<file path="src/sv/rsd_pkg.sv">
// ----------------------------------------------------------------------------
// rsd_pkg - shared types and constants of the run-length sprite decoder
// Field widths, register indexes, queue entry and result formats.
// ----------------------------------------------------------------------------
`default_nettype none

package rsd_pkg;

    localparam int ADDR_BITS      = 20;
    localparam int COORD_BITS     = 12;
    localparam int BYTE_BITS      = 8;
    localparam int LIMIT_BITS     = 2 * COORD_BITS;
    localparam int MAC_BITS       = (ADDR_BITS > LIMIT_BITS + 1) ? ADDR_BITS : LIMIT_BITS + 1;
    localparam int CMP_BITS       = (ADDR_BITS > LIMIT_BITS) ? ADDR_BITS : LIMIT_BITS;
    localparam int QUEUE_DEPTH    = 2;
    localparam int QPTR_BITS      = $clog2(QUEUE_DEPTH);
    localparam int QCNT_BITS      = $clog2(QUEUE_DEPTH + 1);
    localparam int CFG_INDEX_BITS = 2;

    localparam int WIDTH_RESET  = 640;
    localparam int HEIGHT_RESET = 480;

    localparam logic [BYTE_BITS-1:0] LITERAL_MIN = BYTE_BITS'(3);

    typedef enum logic [CFG_INDEX_BITS-1:0] {
        REG_SURFACE_WIDTH  = 2'd0,
        REG_SURFACE_HEIGHT = 2'd1,
        REG_START_X        = 2'd2,
        REG_START_Y        = 2'd3
    } t_cfg_reg;

    // parser phase, one-hot
    typedef enum logic [3:0] {
        PH_COUNT   = 4'b0001,
        PH_VALUE   = 4'b0010,
        PH_CODE    = 4'b0100,
        PH_LITERAL = 4'b1000
    } t_phase;

    typedef enum logic [2:0] {
        OP_NOP     = 3'd0,
        OP_RUN     = 3'd1,
        OP_LIT     = 3'd2,
        OP_NEWLINE = 3'd3,
        OP_END     = 3'd4
    } t_op_kind;

    typedef struct packed {
        t_op_kind             kind;
        logic                 first;   // first byte of an image
        logic [BYTE_BITS-1:0] len;
        logic [BYTE_BITS-1:0] val;
    } t_op;

    typedef struct packed {
        logic [COORD_BITS-1:0] width;
        logic [ADDR_BITS-1:0]  start_addr;
        logic [LIMIT_BITS-1:0] limit;
    } t_cfg;

    typedef struct packed {
        logic [ADDR_BITS-1:0] addr;
        logic [BYTE_BITS-1:0] len;
        logic [BYTE_BITS-1:0] val;
        logic                 eoi;
        logic                 oob;
    } t_result;

endpackage

`default_nettype wire

</file>
<file path="src/sv/rsd_front.sv">
// ----------------------------------------------------------------------------
// rsd_front - stream parser
// Tracks count/value/escape/literal phases and turns each byte into an op.
// ----------------------------------------------------------------------------
`default_nettype none

module rsd_front (
    input  wire                                i_clk,
    input  wire                                i_rst_n,
    input  wire                                i_accept,
    input  wire  [rsd_pkg::BYTE_BITS-1:0]      i_byte,
    output rsd_pkg::t_op                       o_op
);

    rsd_pkg::t_phase                 r_phase, n_phase;
    logic [rsd_pkg::BYTE_BITS-1:0]   r_count, n_count;
    logic                            r_first, n_first;

    always_comb begin
        n_phase    = r_phase;
        n_count    = r_count;
        o_op.kind  = rsd_pkg::OP_NOP;
        o_op.first = r_first;
        o_op.len   = '0;
        o_op.val   = i_byte;
        case (r_phase)
            rsd_pkg::PH_COUNT: begin
                if (i_byte != '0) begin
                    n_count = i_byte;
                    n_phase = rsd_pkg::PH_VALUE;
                end else begin
                    n_phase = rsd_pkg::PH_CODE;
                end
            end
            rsd_pkg::PH_VALUE: begin
                o_op.kind = rsd_pkg::OP_RUN;
                o_op.len  = r_count;
                n_phase   = rsd_pkg::PH_COUNT;
            end
            rsd_pkg::PH_CODE: begin
                n_phase = rsd_pkg::PH_COUNT;
                if (i_byte >= rsd_pkg::LITERAL_MIN) begin
                    n_count = i_byte;
                    n_phase = rsd_pkg::PH_LITERAL;
                end else if (i_byte == '0) begin
                    o_op.kind = rsd_pkg::OP_NEWLINE;
                end else begin
                    o_op.kind = rsd_pkg::OP_END;
                end
            end
            rsd_pkg::PH_LITERAL: begin
                o_op.kind = rsd_pkg::OP_LIT;
                o_op.len  = rsd_pkg::BYTE_BITS'(1);
                n_count   = r_count - rsd_pkg::BYTE_BITS'(1);
                if (r_count == rsd_pkg::BYTE_BITS'(1)) begin
                    n_phase = rsd_pkg::PH_COUNT;
                end
            end
            default: begin
                n_phase = rsd_pkg::PH_COUNT;
            end
        endcase
        n_first = (o_op.kind == rsd_pkg::OP_END);
    end

    always_ff @(posedge i_clk) begin
        if (!i_rst_n) begin
            r_phase <= rsd_pkg::PH_COUNT;
            r_count <= '0;
            r_first <= 1'b1;
        end else if (i_accept) begin
            r_phase <= n_phase;
            r_count <= n_count;
            r_first <= n_first;
        end
    end

endmodule

`default_nettype wire

</file>
<file path="src/sv/rsd_queue.sv">
// ----------------------------------------------------------------------------
// rsd_queue - op queue between parser and address generator
// Small register FIFO; push and pop may happen in the same cycle.
// ----------------------------------------------------------------------------
`default_nettype none

module rsd_queue (
    input  wire            i_clk,
    input  wire            i_rst_n,
    input  wire            i_push,
    input  rsd_pkg::t_op   i_op,
    input  wire            i_pop,
    output rsd_pkg::t_op   o_op,
    output logic           o_empty,
    output logic           o_full
);

    rsd_pkg::t_op                    r_mem [rsd_pkg::QUEUE_DEPTH];
    logic [rsd_pkg::QPTR_BITS-1:0]   r_wr_ptr, r_rd_ptr;
    logic [rsd_pkg::QCNT_BITS-1:0]   r_count;

    assign o_op    = r_mem[r_rd_ptr];
    assign o_empty = (r_count == '0);
    assign o_full  = (r_count == rsd_pkg::QCNT_BITS'(rsd_pkg::QUEUE_DEPTH));

    function automatic logic [rsd_pkg::QPTR_BITS-1:0] f_next(
        input logic [rsd_pkg::QPTR_BITS-1:0] p
    );
        if (p == rsd_pkg::QPTR_BITS'(rsd_pkg::QUEUE_DEPTH - 1)) begin
            return '0;
        end
        return p + rsd_pkg::QPTR_BITS'(1);
    endfunction

    always_ff @(posedge i_clk) begin
        if (i_push) begin
            r_mem[r_wr_ptr] <= i_op;
        end
    end

    always_ff @(posedge i_clk) begin
        if (!i_rst_n) begin
            r_wr_ptr <= '0;
            r_rd_ptr <= '0;
            r_count  <= '0;
        end else begin
            if (i_push) begin
                r_wr_ptr <= f_next(r_wr_ptr);
            end
            if (i_pop) begin
                r_rd_ptr <= f_next(r_rd_ptr);
            end
            if (i_push && !i_pop) begin
                r_count <= r_count + rsd_pkg::QCNT_BITS'(1);
            end else if (i_pop && !i_push) begin
                r_count <= r_count - rsd_pkg::QCNT_BITS'(1);
            end
        end
    end

    a_count_bound: assert property (@(posedge i_clk) disable iff (!i_rst_n)
        r_count <= rsd_pkg::QCNT_BITS'(rsd_pkg::QUEUE_DEPTH))
        else $error("op queue count past depth");

    a_no_overflow: assert property (@(posedge i_clk) disable iff (!i_rst_n)
        (o_full && !i_pop) |-> !i_push)
        else $error("push into full op queue");

    a_no_underflow: assert property (@(posedge i_clk) disable iff (!i_rst_n)
        o_empty |-> !i_pop)
        else $error("pop from empty op queue");

    a_count_track: assert property (@(posedge i_clk) disable iff (!i_rst_n)
        (i_push && !i_pop) |=> (r_count == $past(r_count) + rsd_pkg::QCNT_BITS'(1)))
        else $error("op queue count lost a push");

endmodule

`default_nettype wire

</file>
<file path="src/sv/rsd_back.sv">
// ----------------------------------------------------------------------------
// rsd_back - address generator and result register
// Holds write pointer and line base, executes ops, drives fill requests.
// ----------------------------------------------------------------------------
`default_nettype none

module rsd_back (
    input  wire              i_clk,
    input  wire              i_rst_n,
    input  rsd_pkg::t_cfg    i_cfg,
    input  rsd_pkg::t_op     i_op,
    input  wire              i_empty,
    output logic             o_pop,
    output logic             o_out_valid,
    input  wire              i_out_stall,
    output rsd_pkg::t_result o_result
);

    logic [rsd_pkg::ADDR_BITS-1:0] r_ptr, n_ptr;
    logic [rsd_pkg::ADDR_BITS-1:0] r_lbase, n_lbase;
    logic [rsd_pkg::ADDR_BITS-1:0] base_ptr, base_lb;
    logic                          r_out_valid;
    rsd_pkg::t_result              r_result, n_result;
    logic                          has_result;
    logic                          slot_free;

    assign slot_free   = !r_out_valid || !i_out_stall;
    assign o_out_valid = r_out_valid;
    assign o_result    = r_result;

    // first op of an image reloads from the start address
    assign base_ptr = i_op.first ? i_cfg.start_addr : r_ptr;
    assign base_lb  = i_op.first ? i_cfg.start_addr : r_lbase;

    always_comb begin
        n_ptr        = base_ptr;
        n_lbase      = base_lb;
        has_result   = 1'b0;
        n_result.addr = base_ptr;
        n_result.len  = i_op.len;
        n_result.val  = i_op.val;
        n_result.eoi  = 1'b0;
        n_result.oob  = 1'b0;
        case (i_op.kind)
            rsd_pkg::OP_NOP: begin
            end
            rsd_pkg::OP_RUN, rsd_pkg::OP_LIT: begin
                has_result = (i_op.val != '0);
                n_ptr      = base_ptr + rsd_pkg::ADDR_BITS'(i_op.len);
            end
            rsd_pkg::OP_NEWLINE: begin
                n_lbase = base_lb + rsd_pkg::ADDR_BITS'(i_cfg.width);
                n_ptr   = n_lbase;
            end
            rsd_pkg::OP_END: begin
                has_result   = 1'b1;
                n_result.len = '0;
                n_result.val = '0;
                n_result.eoi = 1'b1;
                n_result.oob = rsd_pkg::CMP_BITS'(base_ptr) > rsd_pkg::CMP_BITS'(i_cfg.limit);
            end
            default: begin
            end
        endcase
        o_pop = !i_empty && (!has_result || slot_free);
    end

    always_ff @(posedge i_clk) begin
        if (!i_rst_n) begin
            r_ptr       <= '0;
            r_lbase     <= '0;
            r_out_valid <= 1'b0;
        end else begin
            if (o_pop) begin
                r_ptr   <= n_ptr;
                r_lbase <= n_lbase;
            end
            if (o_pop && has_result) begin
                r_out_valid <= 1'b1;
            end else if (!i_out_stall) begin
                r_out_valid <= 1'b0;
            end
        end
    end

    always_ff @(posedge i_clk) begin
        if (o_pop && has_result) begin
            r_result <= n_result;
        end
    end

    a_hold_on_stall: assert property (@(posedge i_clk) disable iff (!i_rst_n)
        (r_out_valid && i_out_stall) |=> r_out_valid)
        else $error("fill request dropped while stalled");

    a_end_format: assert property (@(posedge i_clk) disable iff (!i_rst_n)
        (r_out_valid && r_result.eoi) |-> (r_result.len == '0 && r_result.val == '0))
        else $error("end request carries a fill");

    a_fill_format: assert property (@(posedge i_clk) disable iff (!i_rst_n)
        (r_out_valid && !r_result.eoi) |-> (r_result.val != '0 && !r_result.oob))
        else $error("fill request with transparent color or bound flag");

endmodule

`default_nettype wire

</file>
<file path="src/sv/rle_sprite_decoder_core.sv">
// ----------------------------------------------------------------------------
// rle_sprite_decoder_core - run-length sprite stream to fill requests
// Input channel: one encoded byte per request (i_in_valid / o_in_stall).
// Output channel: fill requests of address, length and color, plus an
// end-of-image request carrying the final pointer and the bound flag
// (o_out_valid / i_out_stall). Transparent runs and literals give none.
// Config channel: i_cfg_valid / o_cfg_ready, always ready; index 0 width,
// 1 height, 2 start_x, 3 start_y. Write only while the block is idle.
// Throughput: one byte per cycle while o_in_stall is low. Path: an
// accepted byte is written into the op queue and its request then into
// the output register that drives o_out_valid. The parser accepts bytes
// into a two-entry op queue; the address generator drains it into a
// single output register, so a stalled receiver fills the queue and
// then raises o_in_stall. Start address and bound product are
// registered again from the stored config registers.
// Reset: parser expects a count byte, pointer and line base are zero, the
// next byte starts a new image, width/height return to 640/480.
// ----------------------------------------------------------------------------
`default_nettype none

module rle_sprite_decoder_core (
    input  wire                                    i_clk,
    input  wire                                    i_rst_n,
    input  wire                                    i_in_valid,
    output logic                                   o_in_stall,
    input  wire  [rsd_pkg::BYTE_BITS-1:0]          i_src_byte,
    output logic                                   o_out_valid,
    input  wire                                    i_out_stall,
    output logic [rsd_pkg::ADDR_BITS-1:0]          o_write_address,
    output logic [rsd_pkg::BYTE_BITS-1:0]          o_write_length,
    output logic [rsd_pkg::BYTE_BITS-1:0]          o_pixel_value,
    output logic                                   o_end_of_image,
    output logic                                   o_out_of_bounds,
    input  wire                                    i_cfg_valid,
    output logic                                   o_cfg_ready,
    input  wire  [rsd_pkg::CFG_INDEX_BITS-1:0]     i_cfg_index,
    input  wire  [rsd_pkg::COORD_BITS-1:0]         i_cfg_data
);

    logic [rsd_pkg::COORD_BITS-1:0] r_width, r_height, r_start_x, r_start_y;
    logic [rsd_pkg::ADDR_BITS-1:0]  r_start_addr;
    logic [rsd_pkg::LIMIT_BITS-1:0] r_limit;
    rsd_pkg::t_cfg                  cfg;
    rsd_pkg::t_op                   front_op, queue_op;
    rsd_pkg::t_result               result;
    logic                           in_accept, q_empty, q_full, q_pop;

    assign o_cfg_ready = 1'b1;
    assign o_in_stall  = q_full;
    assign in_accept   = i_in_valid && !q_full;

    always_ff @(posedge i_clk) begin
        if (!i_rst_n) begin
            r_width   <= rsd_pkg::COORD_BITS'(rsd_pkg::WIDTH_RESET);
            r_height  <= rsd_pkg::COORD_BITS'(rsd_pkg::HEIGHT_RESET);
            r_start_x <= '0;
            r_start_y <= '0;
        end else if (i_cfg_valid) begin
            case (rsd_pkg::t_cfg_reg'(i_cfg_index))
                rsd_pkg::REG_SURFACE_WIDTH:  r_width   <= i_cfg_data;
                rsd_pkg::REG_SURFACE_HEIGHT: r_height  <= i_cfg_data;
                rsd_pkg::REG_START_X:        r_start_x <= i_cfg_data;
                rsd_pkg::REG_START_Y:        r_start_y <= i_cfg_data;
                default: begin
                end
            endcase
        end
    end

    // derived config, one multiply per register
    always_ff @(posedge i_clk) begin
        r_start_addr <= rsd_pkg::ADDR_BITS'(
            rsd_pkg::MAC_BITS'(r_start_y) * rsd_pkg::MAC_BITS'(r_width)
            + rsd_pkg::MAC_BITS'(r_start_x));
        r_limit <= rsd_pkg::LIMIT_BITS'(r_width) * rsd_pkg::LIMIT_BITS'(r_height);
    end

    assign cfg.width      = r_width;
    assign cfg.start_addr = r_start_addr;
    assign cfg.limit      = r_limit;

    rsd_front u_front (
        .i_clk    (i_clk),
        .i_rst_n  (i_rst_n),
        .i_accept (in_accept),
        .i_byte   (i_src_byte),
        .o_op     (front_op)
    );

    rsd_queue u_queue (
        .i_clk   (i_clk),
        .i_rst_n (i_rst_n),
        .i_push  (in_accept),
        .i_op    (front_op),
        .i_pop   (q_pop),
        .o_op    (queue_op),
        .o_empty (q_empty),
        .o_full  (q_full)
    );

    rsd_back u_back (
        .i_clk       (i_clk),
        .i_rst_n     (i_rst_n),
        .i_cfg       (cfg),
        .i_op        (queue_op),
        .i_empty     (q_empty),
        .o_pop       (q_pop),
        .o_out_valid (o_out_valid),
        .i_out_stall (i_out_stall),
        .o_result    (result)
    );

    assign o_write_address = result.addr;
    assign o_write_length  = result.len;
    assign o_pixel_value   = result.val;
    assign o_end_of_image  = result.eoi;
    assign o_out_of_bounds = result.oob;

endmodule

`default_nettype wire

</file>
<file path="config.mk">
export PLATFORM = sky130hd
export DESIGN_NAME = rle_sprite_decoder_core
export DESIGN_NICKNAME = d
export VERILOG_FILES = /design/src/sv/rsd_pkg.sv /design/src/sv/rsd_front.sv /design/src/sv/rsd_queue.sv /design/src/sv/rsd_back.sv /design/src/sv/rle_sprite_decoder_core.sv
export SDC_FILE = /design/constraint.sdc
export NUM_CORES = 1
export LEC_CHECK = 0
export ABC_AREA = 1
export BUFFER_PORTS_ARGS = -buffer_cell sky130_fd_sc_hd__buf_2
export CAP_MARGIN = 20
export CORE_MARGIN = 5
export CORE_UTILIZATION = 30
export CTS_CLUSTER_DIAMETER = 100
export DETAILED_ROUTE_END_ITERATION = 12
export MAX_ROUTING_LAYER = met4
export SYNTH_ARGS = -nofsm -noshare
export SYNTH_HDL_FRONTEND = slang
export SYNTH_SLANG_ARGS = --single-unit
</file>
<file path="constraint.sdc">
create_clock -name i_clk -period 14.5 [get_ports i_clk]
set_input_delay 2.175 -clock i_clk [delete_from_list [all_inputs] [get_ports i_clk]]
set_output_delay 2.175 -clock i_clk [all_outputs]
set_load 0.1 [all_outputs]
</file>
==> flow_summary.toml <==
[yosys]
mappedNetlistArea_um2 = 20300
synth-main-ff-cell = "sky130_fd_sc_hd__dfxtp_1"
post_synth_net_total = 3025
async_flop_share_pct = 0
netlist_instances = 2633
netlist.area_leader.share_pct = 20.5
synth_top_cells_by_area = "sky130_fd_sc_hd__fa_1 (21%), sky130_fd_sc_hd__dfxtp_1 (15%), sky130_fd_sc_hd__nand2_1 (12%)"
yosys_warnings = 0
sequential_to_total_area_share_from_yosys_stat_pct = 26.4
ys_seq_elements = 229
synth_cell_type_count = 45
syn_avg_cell_area_um2 = 7.71
most_area_hungry_cell_type_in_the_yosys_netlist = "sky130_fd_sc_hd__fa_1"
count_of_flip_flops_with_a_built_in_enable_after_synthesis = 78

[timing]
layout_min_cycle_time_ps = 5540
total_of_endpoints_with_negative_setup_slack_in_the_final_report = 0
unrepaired_setup_endpoints_after_global_routing = "false"
tns_ps = 0
worst_rel_slew_slack_pct = 25.4
maxSlewViolCount = 0
fmax_ghz = 0.181
slew_at_the_pin_closest_to_its_max_slew_limit_ps = 1120
timing.clock.skew_ps = 21.7
final_min_period_over_clock_period_pct = 38.2
final-hold-violation-count = 0

[power]
vdd_ir_drop_max_uv = 131
total_leakage_power_nw = 11.7
p_per_area_nw_per_um2 = 148

[setup_path]
critical_path.reg2reg.startpoint = "r_width[4]$_SDFFE_PN0P_"
worstReg2RegEnd = "r_limit[19]$_DFF_P_"
r2r_cells = 17
cp_data_arrival_time_ps = 6000
critPathRequiredTime_ps = 14960
worst_path_max_delay_cell = "sky130_fd_sc_hd__dfxtp_1"
start_kind = "flip-flop"
timing.critical_path.to_type = "flip-flop"
reg2reg_slack_ps = 8960
critPathMostFrequentCell = "sky130_fd_sc_hd__fa_1"
worst-setup-path-type = "flip-flop to flip-flop"
path_max_fanout = 26
startpoint = "r_width[4]$_SDFFE_PN0P_"
worstSetupEndpoint = "r_limit[19]$_DFF_P_"
cp_cell_sequence = "nand2_1 -> fa_1 -> fa_1 -> inv_1 -> ha_1 -> fa_1 -> inv_1 -> fa_1 -> inv_1 -> ha_1 -> nand2_1 -> o21ai_0 -> nor2_1 -> o21ai_0 -> nand3_1 -> nand2_1 -> xor2_1"
critical-path-max-stage-delay_ps = 1050

[floorplan]
die-width_um = 270
core_rows = 95
placeableCoreArea_um2 = 67200
die_y_extent_um = 270
die_area_um2 = 73000
initial_utilization_pct = 30.2
num_io_pins = 68

[clocking]
clock_path_buffers = 3
cts_resized = 0
h-tree-depth = 1
clock_sink_count = 229
tritoncts_clock_tree = "done"
post_cts.repair.setup_buffers = 0
ctsHoldBuffers = 0
clk_pin_slew_ps = 60
cts_buffers = 26
clock_latency_ps = 560
cts_root_buf = "sky130_fd_sc_hd__clkbuf_16"

[route]
detailroute.wirelength.met2_mm = 23.1
post_drt_via_cell_ratio = 4.61
drt_iter0_drc = 1070
route.vias.total = 16300
wl_mm = 52.6
drc_errors = 0
wl_per_cell_um = 14.9
detailed_route_wire_length_on_metal_1_mm = 25.3
topRoutingLayerUsed = "met4"
number_of_detailed_routing_iterations_run_before_antenna_repair = 5
met3WireLength_mm = 2.89
drtAntennaViolNets = 0

[global_routing]
pin_count_of_the_biggest_net_entering_global_routing = 84
first_global_vias = 15900
grt_antenna_before_repair = 1
wire_length_of_the_first_global_routing_pass_mm = 85.7
gr-usage-all-layers_pct = 14.7
global_route.overflow_total = 0

[cells_and_area]
syn2layout_area_growth_pct = 9.92
layout.filler_cells = 7077
drive_gt1_share_pct = 6.16
commonest_cells_after_routing_fill_and_taps_aside = "sky130_fd_sc_hd__nand2_1 (649), sky130_fd_sc_hd__inv_1 (573), sky130_fd_sc_hd__fa_1 (208), sky130_fd_sc_hd__nor2_1 (166), sky130_fd_sc_hd__ha_1 (157)"
postLayoutCellArea_um2 = 22300
multi_input_area_um2 = 12300
final-seq-area_um2 = 5370
final_util_pct = 33.2
design.final.nets = 3036
final_common_cell = "sky130_fd_sc_hd__nand2_1"

[placed_design]
gpl_wtd_cong = 0.866
place.port_buffers = 66
hpwlAfterDp_mm = 40.3
post_dp_cell_area_um2 = 21400

[hold_path]
hold_path.class = "flip-flop to flip-flop"
worstHoldPathCells = 2

[run]
maxCapViolCount = 0

[outcome]
run_status = "finished, final reports clean"
through the flow:
step | hold slack [ps] | cells | power, W | worst slack [ps]
after CTS | 453 | 3537 | 0.00333 | 8980
final | 455 | 3538 | 0.00331 | 8960
after detailed placement | 445 | 3489 | 0.00263 | 8990
after global placement | 439 | 3489 | 0.00262 | 9040
after global routing | 473 | 3538 | 0.00355 | 8600
after floorplan | 425 | 2633 | 0.00224 | 9480
flip-flops by register name, indices dropped and copies added (netlist names), named ones only:
signal / cells
u_back.o_out_valid: 1
u_front.r_first: 1
r_width: 12
u_queue.r_count: 2
r_height: 12
r_limit: 24
r_start_x: 12
u_queue.r_rd_ptr: 1
u_front.r_phase: 4
u_front.r_count: 8
u_back.r_lbase: 20
u_back.r_ptr: 20
u_queue.r_wr_ptr: 1
r_start_y: 12
u_queue.r_mem: 40
u_back.o_result: 38
r_start_addr: 20
cell usage after synthesis (all sizes together), types with 5 or more instances:
library cell and count:
nor4 7, a21o 7, ha 157, o21ai 161, nor3 19, xor2 33
nor2 168, fa 208, or2 5, xnor2 16, a21oi 138, edfxtp 78
dfxtp 151, o21bai 6, o211ai 5, buf 30, nand4 15, nand2 667
nand3 84, inv 578, clkbuf 72, a31oi 9
power by group:
| part | internal, W | total [W] | leakage [nW] | switching, W |
|---|---|---|---|---|
| Clock | 0.000405 | 0.000688 | 0.439 | 0.000282 |
| Sequential | 0.000860 | 0.000960 | 1.98 | 0.000100 |
| Combinational | 0.000430 | 0.00166 | 9.27 | 0.00123 |
| Total | 0.00170 | 0.00331 | 11.7 | 0.00161 |
worst min-delay path by stage:
stage / startpoint / endpoint / slack [ps]
6_report: u_back.r_lbase[1]$_SDFFE_PN0P_ / u_back.r_lbase[1]$_SDFFE_PN0P_ / 460
5_1_grt: u_back.r_lbase[0]$_SDFFE_PN0P_ / u_back.r_lbase[0]$_SDFFE_PN0P_ / 470
4_1_cts: u_back.r_lbase[3]$_SDFFE_PN0P_ / u_back.r_lbase[3]$_SDFFE_PN0P_ / 450
3_5_place_dp: u_back.r_lbase[3]$_SDFFE_PN0P_ / u_back.r_lbase[3]$_SDFFE_PN0P_ / 440
3_3_place_gp: u_queue.r_rd_ptr$_SDFFE_PN0P_ / u_queue.r_rd_ptr$_SDFFE_PN0P_ / 440
2_1_floorplan: u_back.r_lbase[0]$_SDFFE_PN0P_ / u_back.r_lbase[0]$_SDFFE_PN0P_ / 420
critical path, delay by kind of cell (launching register included):
family          cells  cell delay (ps)
fa+ha+maj           6             2780
flops               1             1050
simple gates        5              680
compound gates      2              620
xor+xnor            1              160
buf+inv             3              140
logic make-up (layout without fill, tap and decap cells):
logic type	count (synthesis)	in the layout	share of synthesized area, %
AOI/OAI and AO/OA	340	340	8.97
other	1	2	0.0185
adders and majority gates	365	365	30.2
buffers and inverters	680	711	12.9
DFF	229	229	26.4
xor gates and xnor gates	49	49	2.11
and+or+nand+nor	969	969	19.4
layout make-up:
class                           count  share of cell area [%]
Antenna cell                        1                  0.0112
Clock buffer                       36                    3.41
Clock inverter                     12                   0.577
Inverter                          578                    9.73
Multi-Input combinational cell   1724                    55.2
Sequential cell                   229                    24.0
Tap cell                          873                    4.89
Timing Repair Buffer               85                    2.12
metal layers:
| layer | up-vias | GRT usage (%) |
|---|---|---|
| li1 | 8075 | - |
| met1 | 7698 | 20.7 |
| met2 | 454 | 22.7 |
| met3 | 66 | 1.89 |
| met4 | 0 | 3.24 |
| met5 | - | - |
Power figures use the tool's default switching activity.
